==> src/sv/rlf_pkg.sv <==
// Shared constants, coefficient table and control types for the respiration low-pass FIR.
package rlf_pkg;

	localparam int TAPS         = 161;
	localparam int SAMPLE_WIDTH = 20;
	localparam int OUT_W        = 16;
	localparam int OUT_SHIFT    = 15;
	localparam int SAT_W        = 31;

	localparam int HIST_DEPTH = TAPS - 1;
	localparam int ADDR_W     = (HIST_DEPTH > 1) ? $clog2(HIST_DEPTH) : 1;
	localparam int TAP_W      = $clog2(TAPS);
	localparam int PTR_W      = TAP_W + 1;

	localparam int COEF_COUNT = 161;
	localparam int COEF_W     = 12;
	localparam int COEF_IDX_W = 8;

	localparam int PROD_W    = COEF_W + SAMPLE_WIDTH;
	localparam int ACC_RAW_W = PROD_W + TAP_W;
	localparam int ACC_W     = (ACC_RAW_W > SAT_W + 1) ? ACC_RAW_W : SAT_W + 1;

	localparam logic signed [ACC_W-1:0] ACC_MAX = ACC_W'(64'sh0000_0000_3fff_ffff);
	localparam logic signed [ACC_W-1:0] ACC_MIN = ACC_W'(-64'sh0000_0000_4000_0000);

	localparam logic signed [COEF_W-1:0] LP_COEF [COEF_COUNT] = '{
		 12'sd120,  12'sd124,  12'sd126,  12'sd127,  12'sd127,  12'sd125,  12'sd122,
		 12'sd118,  12'sd113,  12'sd106,   12'sd97,   12'sd88,   12'sd77,   12'sd65,
		  12'sd52,   12'sd38,   12'sd24,    12'sd8,   -12'sd8,  -12'sd25,  -12'sd42,
		 -12'sd59,  -12'sd76,  -12'sd93, -12'sd110, -12'sd126, -12'sd142, -12'sd156,
		-12'sd170, -12'sd183, -12'sd194, -12'sd203, -12'sd211, -12'sd217, -12'sd221,
		-12'sd223, -12'sd223, -12'sd220, -12'sd215, -12'sd208, -12'sd198, -12'sd185,
		-12'sd170, -12'sd152, -12'sd132, -12'sd108,  -12'sd83,  -12'sd55,  -12'sd24,
		   12'sd8,   12'sd43,   12'sd80,  12'sd119,  12'sd159,  12'sd201,  12'sd244,
		 12'sd288,  12'sd333,  12'sd378,  12'sd424,  12'sd470,  12'sd516,  12'sd561,
		 12'sd606,  12'sd650,  12'sd693,  12'sd734,  12'sd773,  12'sd811,  12'sd847,
		 12'sd880,  12'sd911,  12'sd939,  12'sd964,  12'sd986, 12'sd1005, 12'sd1020,
		12'sd1033, 12'sd1041, 12'sd1047, 12'sd1049, 12'sd1047, 12'sd1041, 12'sd1033,
		12'sd1020, 12'sd1005,  12'sd986,  12'sd964,  12'sd939,  12'sd911,  12'sd880,
		 12'sd847,  12'sd811,  12'sd773,  12'sd734,  12'sd693,  12'sd650,  12'sd606,
		 12'sd561,  12'sd516,  12'sd470,  12'sd424,  12'sd378,  12'sd333,  12'sd288,
		 12'sd244,  12'sd201,  12'sd159,  12'sd119,   12'sd80,   12'sd43,    12'sd8,
		 -12'sd24,  -12'sd55,  -12'sd83, -12'sd108, -12'sd132, -12'sd152, -12'sd170,
		-12'sd185, -12'sd198, -12'sd208, -12'sd215, -12'sd220, -12'sd223, -12'sd223,
		-12'sd221, -12'sd217, -12'sd211, -12'sd203, -12'sd194, -12'sd183, -12'sd170,
		-12'sd156, -12'sd142, -12'sd126, -12'sd110,  -12'sd93,  -12'sd76,  -12'sd59,
		 -12'sd42,  -12'sd25,   -12'sd8,    12'sd8,   12'sd24,   12'sd38,   12'sd52,
		  12'sd65,   12'sd77,   12'sd88,   12'sd97,  12'sd106,  12'sd113,  12'sd118,
		 12'sd122,  12'sd125,  12'sd127,  12'sd127,  12'sd126,  12'sd124,  12'sd120
	};

	typedef enum logic [1:0] {
		ST_IDLE,
		ST_ISSUE,
		ST_FLUSH,
		ST_OUT
	} rlf_state_t;

	// One tap travelling alongside the history read.
	typedef struct packed {
		logic                     act;
		logic                     tap0;
		logic signed [COEF_W-1:0] coef;
	} rlf_tap_t;

	// Taps past the end of the table carry a zero weight.
	function automatic logic signed [COEF_W-1:0] coef_at(input logic [TAP_W-1:0] k);
		logic [COEF_IDX_W-1:0] idx;
		idx = COEF_IDX_W'(k);
		if (int'(k) < COEF_COUNT)
			return LP_COEF[idx];
		return '0;
	endfunction

endpackage

==> src/sv/rlf_hist_mem.sv <==
// Sample history memory: one write port, one registered read port, per-entry valid bits.
module rlf_hist_mem
	import rlf_pkg::*;
(
	input  logic                           clk,
	input  logic                           arst_n,
	input  logic                           wr_en,
	input  logic [ADDR_W-1:0]              wr_addr,
	input  logic signed [SAMPLE_WIDTH-1:0] wr_data,
	input  logic [ADDR_W-1:0]              rd_addr,
	output logic signed [SAMPLE_WIDTH-1:0] rd_data_s1,
	output logic                           rd_vld_s1
);

	logic signed [SAMPLE_WIDTH-1:0] mem [HIST_DEPTH];
	logic [HIST_DEPTH-1:0]          vld_q;

	always_ff @(posedge clk) begin
		if (wr_en)
			mem[wr_addr] <= wr_data;
		rd_data_s1 <= mem[rd_addr];
	end

	// Entries never written read as zero through their valid bit.
	always_ff @(posedge clk or negedge arst_n) begin
		if (!arst_n) begin
			vld_q     <= '0;
			rd_vld_s1 <= 1'b0;
		end else begin
			if (wr_en)
				vld_q[wr_addr] <= 1'b1;
			rd_vld_s1 <= vld_q[rd_addr];
		end
	end

endmodule

==> src/sv/rlf_mac.sv <==
// Shared multiply-accumulate with saturation and output scaling.
module rlf_mac
	import rlf_pkg::*;
(
	input  logic                           clk,
	input  logic                           arst_n,
	input  logic                           clear,
	input  rlf_tap_t                       tap_s1,
	input  logic signed [SAMPLE_WIDTH-1:0] rd_data_s1,
	input  logic                           rd_vld_s1,
	input  logic signed [SAMPLE_WIDTH-1:0] cur_sample,
	output logic signed [OUT_W-1:0]        result
);

	logic signed [SAMPLE_WIDTH-1:0] operand;
	logic signed [PROD_W-1:0]       prod_s2;
	logic                           act_s2;
	logic signed [ACC_W-1:0]        acc_q;
	logic signed [ACC_W-1:0]        clamp;

	always_comb begin
		if (tap_s1.tap0)
			operand = cur_sample;
		else if (rd_vld_s1)
			operand = rd_data_s1;
		else
			operand = '0;
	end

	always_ff @(posedge clk) begin
		prod_s2 <= PROD_W'(tap_s1.coef * operand);
	end

	always_ff @(posedge clk or negedge arst_n) begin
		if (!arst_n) begin
			act_s2 <= 1'b0;
			acc_q  <= '0;
		end else begin
			act_s2 <= tap_s1.act;
			if (clear)
				acc_q <= '0;
			else if (act_s2)
				acc_q <= acc_q + ACC_W'(prod_s2);
		end
	end

	always_comb begin
		priority if (acc_q > ACC_MAX)
			clamp = ACC_MAX;
		else if (acc_q < ACC_MIN)
			clamp = ACC_MIN;
		else
			clamp = acc_q;
	end

	// Arithmetic shift of the clamped sum floors toward minus infinity.
	assign result = clamp[SAT_W-1:OUT_SHIFT];

endmodule

==> src/sv/respiration_lowpass_fir_core.sv <==
// An accepted request goes through ST_ISSUE over all taps, then ST_FLUSH and ST_OUT (store).
// The single shared multiplier takes one tap a cycle; requests are taken only in ST_IDLE.
// The history memory is read once per tap and written once per request at the end.
// A finished result waits in the output register; the next request runs meanwhile.
// Reset clears the history valid bits, write pointer, accumulator and control state.
module respiration_lowpass_fir_core
	import rlf_pkg::*;
(
	input  logic                           clk,
	input  logic                           arst_n,
	input  logic                           in_valid,
	output logic                           in_ready,
	input  logic signed [SAMPLE_WIDTH-1:0] sample,
	output logic                           out_valid,
	input  logic                           out_ready,
	output logic signed [OUT_W-1:0]        filtered
);

	rlf_state_t                     state_q, state_d;
	logic [TAP_W-1:0]               tap_q;
	logic [ADDR_W-1:0]              wp_q;
	logic                           flush_q;
	logic signed [SAMPLE_WIDTH-1:0] x_q;
	logic                           out_valid_q;
	logic signed [OUT_W-1:0]        filtered_q;

	logic                           accept;
	logic                           issue;
	logic                           finish;
	logic [PTR_W-1:0]               rd_sum;
	logic [ADDR_W-1:0]              rd_addr;
	rlf_tap_t                       tap_s1;
	logic signed [SAMPLE_WIDTH-1:0] rd_data_s1;
	logic                           rd_vld_s1;
	logic signed [OUT_W-1:0]        mac_result;

	always_comb begin
		state_d  = state_q;
		in_ready = 1'b0;
		issue    = 1'b0;
		finish   = 1'b0;
		unique case (state_q)
			ST_IDLE: begin
				in_ready = 1'b1;
				if (in_valid)
					state_d = ST_ISSUE;
			end
			ST_ISSUE: begin
				issue = 1'b1;
				if (tap_q == TAP_W'(TAPS - 1))
					state_d = ST_FLUSH;
			end
			ST_FLUSH: begin
				if (flush_q)
					state_d = ST_OUT;
			end
			ST_OUT: begin
				// hold until the output register is free
				if (!out_valid_q || out_ready) begin
					finish  = 1'b1;
					state_d = ST_IDLE;
				end
			end
			default: state_d = ST_IDLE;
		endcase
	end

	assign accept = in_valid && in_ready;

	// Tap k reads the sample k steps back from the write slot.
	always_comb begin
		rd_sum = PTR_W'(wp_q) + PTR_W'(HIST_DEPTH) - PTR_W'(tap_q);
		if (rd_sum >= PTR_W'(HIST_DEPTH))
			rd_sum = rd_sum - PTR_W'(HIST_DEPTH);
		rd_addr = rd_sum[ADDR_W-1:0];
	end

	always_ff @(posedge clk or negedge arst_n) begin
		if (!arst_n) begin
			state_q     <= ST_IDLE;
			tap_q       <= '0;
			wp_q        <= '0;
			flush_q     <= 1'b0;
			tap_s1      <= '0;
			out_valid_q <= 1'b0;
		end else begin
			state_q <= state_d;
			if (accept)
				tap_q <= '0;
			else if (issue)
				tap_q <= tap_q + 1'b1;
			if (state_q == ST_FLUSH)
				flush_q <= !flush_q;
			else
				flush_q <= 1'b0;
			tap_s1.act  <= issue;
			tap_s1.tap0 <= (tap_q == '0);
			tap_s1.coef <= coef_at(tap_q);
			if (finish)
				wp_q <= (wp_q == ADDR_W'(HIST_DEPTH - 1)) ? '0 : wp_q + 1'b1;
			if (finish)
				out_valid_q <= 1'b1;
			else if (out_ready)
				out_valid_q <= 1'b0;
		end
	end

	always_ff @(posedge clk) begin
		if (accept)
			x_q <= sample;
		if (finish)
			filtered_q <= mac_result;
	end

	rlf_hist_mem u_hist (
		.clk        (clk),
		.arst_n     (arst_n),
		.wr_en      (finish),
		.wr_addr    (wp_q),
		.wr_data    (x_q),
		.rd_addr    (rd_addr),
		.rd_data_s1 (rd_data_s1),
		.rd_vld_s1  (rd_vld_s1)
	);

	rlf_mac u_mac (
		.clk        (clk),
		.arst_n     (arst_n),
		.clear      (accept),
		.tap_s1     (tap_s1),
		.rd_data_s1 (rd_data_s1),
		.rd_vld_s1  (rd_vld_s1),
		.cur_sample (x_q),
		.result     (mac_result)
	);

	assign out_valid = out_valid_q;
	assign filtered  = filtered_q;

endmodule
==> config.mk <==
export PLATFORM = sky130hd
export DESIGN_NAME = respiration_lowpass_fir_core
export DESIGN_NICKNAME = d
export VERILOG_FILES = /design/src/sv/rlf_pkg.sv /design/src/sv/rlf_hist_mem.sv /design/src/sv/rlf_mac.sv /design/src/sv/respiration_lowpass_fir_core.sv
export SDC_FILE = /design/constraint.sdc
export NUM_CORES = 2
export LEC_CHECK = 0
export ABC_AREA = 1
export BUFFER_PORTS_ARGS = -buffer_cell sky130_fd_sc_hd__buf_2
export CELL_PAD_IN_SITES_DETAIL_PLACEMENT = 0
export CELL_PAD_IN_SITES_GLOBAL_PLACEMENT = 1
export CORE_UTILIZATION = 40
export CTS_CLUSTER_DIAMETER = 30
export DETAILED_ROUTE_END_ITERATION = 12
export PLACE_DENSITY = 0.67
export SLEW_MARGIN = 20
export SYNTH_ARGS = -nofsm -noshare
export SYNTH_HDL_FRONTEND = slang
export SYNTH_SLANG_ARGS = --single-unit
==> constraint.sdc <==
create_clock -name clk -period 7.9 [get_ports clk]
set_input_delay 1.185 -clock clk [delete_from_list [all_inputs] [get_ports clk]]
set_output_delay 1.185 -clock clk [all_outputs]
set_load 0.05 [all_outputs]
## Yosys cells after proc, flatten, opt, wreduce, memory -nomap -nowiden

Memory sizes are Yosys's and may differ from the RTL's. A register that Yosys moved wholly into a read port is not among the register bits.
Index checks and enable logic that the tools add are counted.

| storage, ports and cells | value |
|---|---|
| register bits after elaboration | 304 |
| latch bits | 0 |
| memory bits (writable) | 3200 |
| bits in read-only memories | 3072 |
| input bits | 24 |
| output and inout port bits | 18 |
| logic and storage cells | 86 |
| memories | 2 |

Memories:

| name | words | width | read ports | clocked after memory_dff | wr ports | RTL line | RTL |
|---|---|---|---|---|---|---|---|
| u_hist.mem | 160 | 20 | 1 | 1 | 1 | rlf_hist_mem.sv:15 | `logic signed [SAMPLE_WIDTH-1:0] mem [HIST_DEPTH];` |
| (no name shown) | 256 | 12 | 1 | 0 | 0 | rlf_pkg.sv:71 | `return LP_COEF[idx];` |

| cells by class | value |
|---|---|
| $add $sub $neg | 6 |
| $mul | 1 |
| div/mod/pow operators | 0 |
| magnitude comparators | 8 |
| eq/ne operators | 9 |
| shift operators | 0 |
| muxes and demuxes | 32 |
| bitwise gates (word level) | 2 |
| reductions and logical operators | 11 |

Operators with widths:

| operator | number |
|---|---|
| 160-bit bitwise OR | 1 |
| 40-bit 2-to-1 mux | 2 |
| 12-bit 2-to-1 mux | 4 |
| 40-bit by 32-bit adder with 40-bit output | 1 |
| 40-bit by 31-bit > comparator with 1-bit output (second input constant) | 1 |
| 40-bit by 31-bit less-than comparator with 1-bit output (second input constant) | 1 |
| 20-bit 2-to-1 mux | 2 |
| 12-bit by 20-bit multiplier with 32-bit output | 1 |
| 8-bit 2-to-1 mux | 4 |
| 31-bit 2-to-1 mux | 1 |
| 8-bit by 9-bit less-than comparator with 1-bit output (second input constant) | 2 |
| 8-bit by 1-bit adder with 8-bit output (second input constant) | 2 |
| 8-bit equality test (second input constant) | 2 |
| 1-bit 2-to-1 mux | 12 |
| 8-bit by 8-bit adder with 9-bit output (second input constant) | 1 |
| 9-bit by 8-bit greater-or-equal comparator with 1-bit output (second input constant) | 1 |
| 9-bit greater-or-equal comparator (second input constant) | 1 |
| 8-bit inverter with 9-bit output | 1 |
| 9-bit by 8-bit subtractor with 9-bit output | 1 |
| 1-bit binary-select mux with 8-bit select | 1 |
| 1-bit demux with 8-bit select | 1 |
| 8-bit by 1-bit greater-or-equal comparator with 1-bit output (second input constant) | 1 |
| 8-bit logical NOT | 1 |
| 8-bit less-than comparator (second input constant) | 1 |
| 12 further kinds | 23 |

## Longest topological paths before layout

| depth | value |
|---|---|
| depth in word-level cells | 6 |
| depth in mapped cells | 28 |
| gate-level depth less buffers | 26 |

## Modules after synthesis

Synthesis repeated with hierarchy kept, for this count alone.

| unflattened totals | value |
|---|---|
| cells, all modules | 13926 |
| area, all modules | 156023.4 um2 |

By module, submodules not included:

| module | instances | cells each | area each (um2) |
|---|---|---|---|
| rlf_hist_mem | 1 | 11152 | 136345.8 |
| rlf_mac | 1 | 2083 | 14659.1 |
| respiration_lowpass_fir_core | 1 | 691 | 5018.6 |

## Worst setup path after synthesis

Ideal clock, no wire load.

| timing | value |
|---|---|
| path kind | reg2reg |
| start | register x_q[10] |
| end | register u_mac.prod_s2[26] |
| arrival | 6977 ps |
| path slack | 811 ps |
| stages on the path, launching flop included | 22 |
| path buffers | 0 |
| period minus slack after synthesis | 7089 ps |
| path through | edfxtp_1 -> inv_1 -> o22ai_1 -> inv_1 -> nor2_1 -> fa_1 -> inv_1 -> fa_1 -> fa_1 -> inv_1 -> fa_1 -> inv_1 -> fa_1 -> inv_1 -> ha_1 -> nand4_1 -> o21ai_0 -> a21boi_0 -> o21ai_0 -> nand2_1 -> nand3_1 -> nand2_1 |

| between the ends | value |
|---|---|
| word-level cells in the longest chain between the ends | 2 |

Ends and longest elaborated chain:

| item | RTL line | RTL |
|---|---|---|
| from (decl) | respiration_lowpass_fir_core.sv:23 | `logic signed [SAMPLE_WIDTH-1:0] x_q;` |
| from (signal assigned) | respiration_lowpass_fir_core.sv:110 | `x_q <= sample;` |
| 20-bit 2-to-1 mux | rlf_mac.sv:22 | `if (tap_s1.tap0)` |
| 12-bit by 20-bit multiplier with 32-bit output | rlf_mac.sv:31 | `prod_s2 <= PROD_W'(tap_s1.coef * operand);` |
| to (signal assigned) | rlf_mac.sv:31 |  |
| to (decl) | rlf_mac.sv:16 | `logic signed [PROD_W-1:0] prod_s2;` |

Every way passes these cells.
A chain may end at the register's enable or synchronous reset.

## Final worst setup path

| timing | value |
|---|---|
| start | register, netlist name tap_s1[12] |
| end | register u_mac.prod_s2[24] |

| between the ends | value |
|---|---|
| word-level cells in the longest chain between the ends | 2 |

Ends and longest elaborated chain:

| item | RTL line |
|---|---|
| 20-bit 2-to-1 mux | rlf_mac.sv:22 |
| 12-bit by 20-bit multiplier with 32-bit output | rlf_mac.sv:31 |

Every way passes these cells.

==> out/metrics.sh <==
GR-USAGE-ALL-LAYERS=0.240
IO-PIN-COUNT=42
YS.WARNINGS.COUNT=0
WORST_SLEW_MARGIN_REL=0.221
YS_FF_LATCH=3524
FIN_WORST_SKEW_NS=0.0744
WORST_SETUP_HOLD_PATH_CLK_SLEW_NS=0.05
POST_SYNTH_MAIN_AREA_CONTRIBUTORS='sky130_fd_sc_hd__edfxtp_1, sky130_fd_sc_hd__nor2_1, sky130_fd_sc_hd__nand2_1'
IO_BUFFER_COUNT=41
DESIGN.DIE.AREA_MM2=0.390
ROUTE.DETAILED.DRC=0
FMAX_MHz=156
GRT_START_MAX_NET_PINS=161
CLOCKROOTBUFFER='sky130_fd_sc_hd__clkbuf_16'
START_UTIL=0.402
SYNTH_CELLS=13800
RUN_STATUS='completed'
PLACEMENTROWS=228
WORST_R2R_STARTPOINT='tap_s1[12]$_DFF_PN0_'
SETUP_VIOL=0
DRT_WL_TOTAL_MM=477
DRT-PASS1-ITER-COUNT=5
GRT_FIRST_PASS_WIRELENGTH_MM=702
CTS-BUFFERS-INSERTED=725
CTS_RESIZED=0
ROUTED-VIA-COUNT=107000
SYNTH_AREA_MM2=0.155
RSZ0062_AT_GRT='no'
SYNTH_LARGEST_TYPE_AREA_FRACTION=0.626
YS_TYPES=57
NUMBER_OF_ENABLE_TYPE_REGISTER_CELLS_IN_THE_SYNTHESIZED_NETLIST=3236
POST_SYNTH.CELL_AREA_AVG_UM2=11.3
CLOCK_BUFFER_DEPTH=4
HPWLAFTERDP_MM=261
FINAL_NET_COUNT=14400
MIN_PERIOD_NS=6.41
LAYOUT-AREA-OVERHEAD-VS-SYNTH_PCT=20.5
CLKSINKCOUNT=3524
FINAL.PERIOD_UTILIZATION=0.811
MAX_CAP_VIOL_COUNT=0
HOLDCRITPATHCLASS='in2async'
LENGTH_IN_CELLS_OF_THE_WORST_REG_TO_REG_PATH=21
POSTCTSSETUPBUFFERS=0
SYNTHFLOPTYPE='sky130_fd_sc_hd__edfxtp_1'
TIMING_HOLD_VIOLATIONS_FINAL=0
DIE_W_UM=625
LAST_WEIGHTED_CONGESTION_VALUE_OF_THE_ROUTABILITY_DRIVEN_PLACER=0.859
TIMING.SETUP.TNS_NS=0
WORSTPATHARRIVAL_NS=7.30
GRT_PASS1_VIAS=104000
R2R_SETUP_SLACK_NS=1.49
CRITICAL_PATH_CLASS='reg2reg'
TIMING.CRITICAL_PATH.FROM_TYPE='register'
CP.REQUIRED_NS=8.79
DIE_H_UM=625
FINAL_MAX_SLEW_VIOL_COUNT=0
DRT-VIAS-PER-INSTANCE=5.38
GLOBALROUTEOVERFLOWTOTAL=0
COREAREA_MM2=0.386
ANTENNA_FOUND_INITIAL=31
YS_ASYNC_SR_FRACTION=0.0670
ROUTE.ANTENNA.REMAINING_NETS=0
H-TREE-DEPTH=6
CTS_HOLD_BUFFERS=0
FINISH.CELL_COUNT_WITHOUT_FILLERS=19800
CTS_TREE='built'
POST_SYNTHESIS_SEQUENTIAL_AREA_RATIO=0.671
YOSYSTOPAREACELL='sky130_fd_sc_hd__edfxtp_1'
MOSTFREQUENTLAYOUTCELL='sky130_fd_sc_hd__edfxtp_1'
END_KIND='register'
HOLD-WORST-SLACK_NS=0.121
DETAILEDROUTE.FIRSTITERATIONVIOLATIONS=11200
NUM-FILL-CELLS=34300
PLACED_CELLS=18500
ROUTEDWLPERCELL_UM=24.1
R2R-END='u_mac.prod_s2[24]$_DFF_P_'
MOSTFREQUENTLAYOUTCELLS='sky130_fd_sc_hd__edfxtp_1, sky130_fd_sc_hd__nor2_1, sky130_fd_sc_hd__nand2_1'
CP_MAX_FO=20
SYNTHESIS.NETS=14200
CLK-INSERTION-DELAY-LATE_NS=1.08
DRIVE_ABOVE_1_SHARE=0.121
WORST-SLEW-PIN-TRANSITION_NS=1.16
==> area by class of cell <==
type	instances	area, µm²	area share
Timing Repair Buffer	340	3260	0.0175
Clock buffer	852	19000	0.101
Sequential cell	3524	104000	0.557
Inverter	970	3670	0.0196
Antenna cell	12	30.0	0.000161
Multi-Input combinational cell	8447	44200	0.236
Tap cell	5175	6470	0.0346
Clock inverter	500	6330	0.0338
==> cells in the mapped netlist (all sizes together), types with 3 or more instances <==
| cell | count |
|---|---|
| dfrtp | 236 |
| a21oi | 255 |
| a21boi | 5 |
| o21bai | 8 |
| nand2 | 1876 |
| a31oi | 11 |
| o21ai | 1603 |
| clkinv | 25 |
| inv | 945 |
| edfxtp | 3236 |
| clkbuf | 358 |
| nand4 | 18 |
| nor3 | 28 |
| xnor2 | 13 |
| a211oi | 5 |
| a21o | 11 |
| ha | 147 |
| o31ai | 6 |
| nor2 | 2370 |
| o211ai | 309 |
| nand3 | 1212 |
| a22oi | 3 |
| or2 | 69 |
| xor2 | 24 |
| nor4 | 7 |
| o221ai | 163 |
| buf | 485 |
| o21a | 8 |
| fa | 220 |
| dfxtp | 52 |
| o22ai | 54 |
==> per-stage QoR <==
step	worst slack, ns	instance area [µm²]	utilization
floorplan	0.811	155000	-
global placement	1.54	162000	0.419
detailed placement	1.47	162000	0.419
CTS	1.43	187000	0.484
global route	0.988	187000	0.484
finish	1.49	187000	0.485
==> routing by layer <==
layer | track usage | wire [µm] | up-vias
met3 | 0.0409 | 35900 | 765
met2 | 0.374 | 215000 | 3826
met4 | 0.0711 | 13300 | 6
li1 | - | - | 48800
met1 | 0.346 | 212000 | 53300
met5 | 0 | 35 | -
==> worst max-delay path: stages, from the launching register on <==
cell	delay [ns]
sky130_fd_sc_hd__dfrtp_1	0.36
sky130_fd_sc_hd__inv_1	0.31
sky130_fd_sc_hd__o22ai_1	0.95
sky130_fd_sc_hd__inv_1	0.20
sky130_fd_sc_hd__nor2_1	0.23
sky130_fd_sc_hd__fa_1	0.43
sky130_fd_sc_hd__inv_1	0.09
sky130_fd_sc_hd__fa_1	0.38
sky130_fd_sc_hd__inv_1	0.08
sky130_fd_sc_hd__fa_1	0.44
sky130_fd_sc_hd__fa_1	0.49
sky130_fd_sc_hd__inv_1	0.05
sky130_fd_sc_hd__fa_1	0.47
sky130_fd_sc_hd__inv_1	0.04
sky130_fd_sc_hd__ha_1	0.36
sky130_fd_sc_hd__nand4_1	0.09
sky130_fd_sc_hd__o21ai_0	0.39
sky130_fd_sc_hd__a21boi_0	0.22
sky130_fd_sc_hd__o21ai_0	0.41
sky130_fd_sc_hd__nand2_1	0.14
sky130_fd_sc_hd__nand3_1	0.09
sky130_fd_sc_hd__nand2_1	0.06
==> registers in the layout (all words and copies together) (netlist names) <==
name and cells:
x_q 20, state_q 2, tap_s1 14, filtered 16, u_hist.rd_vld_s1 1, u_mac.prod_s2 32, out_valid 1, u_hist.rd_data_s1 20
u_hist.vld_q 160, u_mac.act_s2 1, u_mac.acc_q 40, wp_q 8, u_hist.mem 3200, flush_q 1, tap_q 8
==> logic make-up (layout without fill, tap and decap cells) <==
kind of cell | count (synthesis) | count (layout) | synth area share
simple gates | 5585 | 5585 | 0.147
xor+xnor | 37 | 37 | 0.00209
other cells | 0 | 12 | 0
compound gates | 2458 | 2458 | 0.0899
buf+inv | 1813 | 2662 | 0.0498
fa+ha+maj | 367 | 367 | 0.0402
flops | 3524 | 3524 | 0.671
==> how the worst max path moves through the flow <==
| stage | from | endpoint | slack (ns) | depth (start not counted) |
|---|---|---|---|---|
| after global routing | tap_s1[12]$_DFF_PN0_ | u_mac.prod_s2[24]$_DFF_P_ | 0.99 | 21 |
| after floorplan | x_q[10]$_DFFE_PP_ | u_mac.prod_s2[26]$_DFF_P_ | 0.81 | 21 |
| after global placement | tap_s1[12]$_DFF_PN0_ | u_mac.prod_s2[26]$_DFF_P_ | 1.54 | 20 |
| after CTS | tap_s1[12]$_DFF_PN0_ | u_mac.prod_s2[24]$_DFF_P_ | 1.43 | 20 |
| final | tap_s1[12]$_DFF_PN0_ | u_mac.prod_s2[24]$_DFF_P_ | 1.49 | 21 |
| after detailed placement | tap_s1[12]$_DFF_PN0_ | u_mac.prod_s2[24]$_DFF_P_ | 1.47 | 20 |
Power is not shown: default switching activity piles up to over one toggle a cycle in this logic, so the estimate is an artifact.
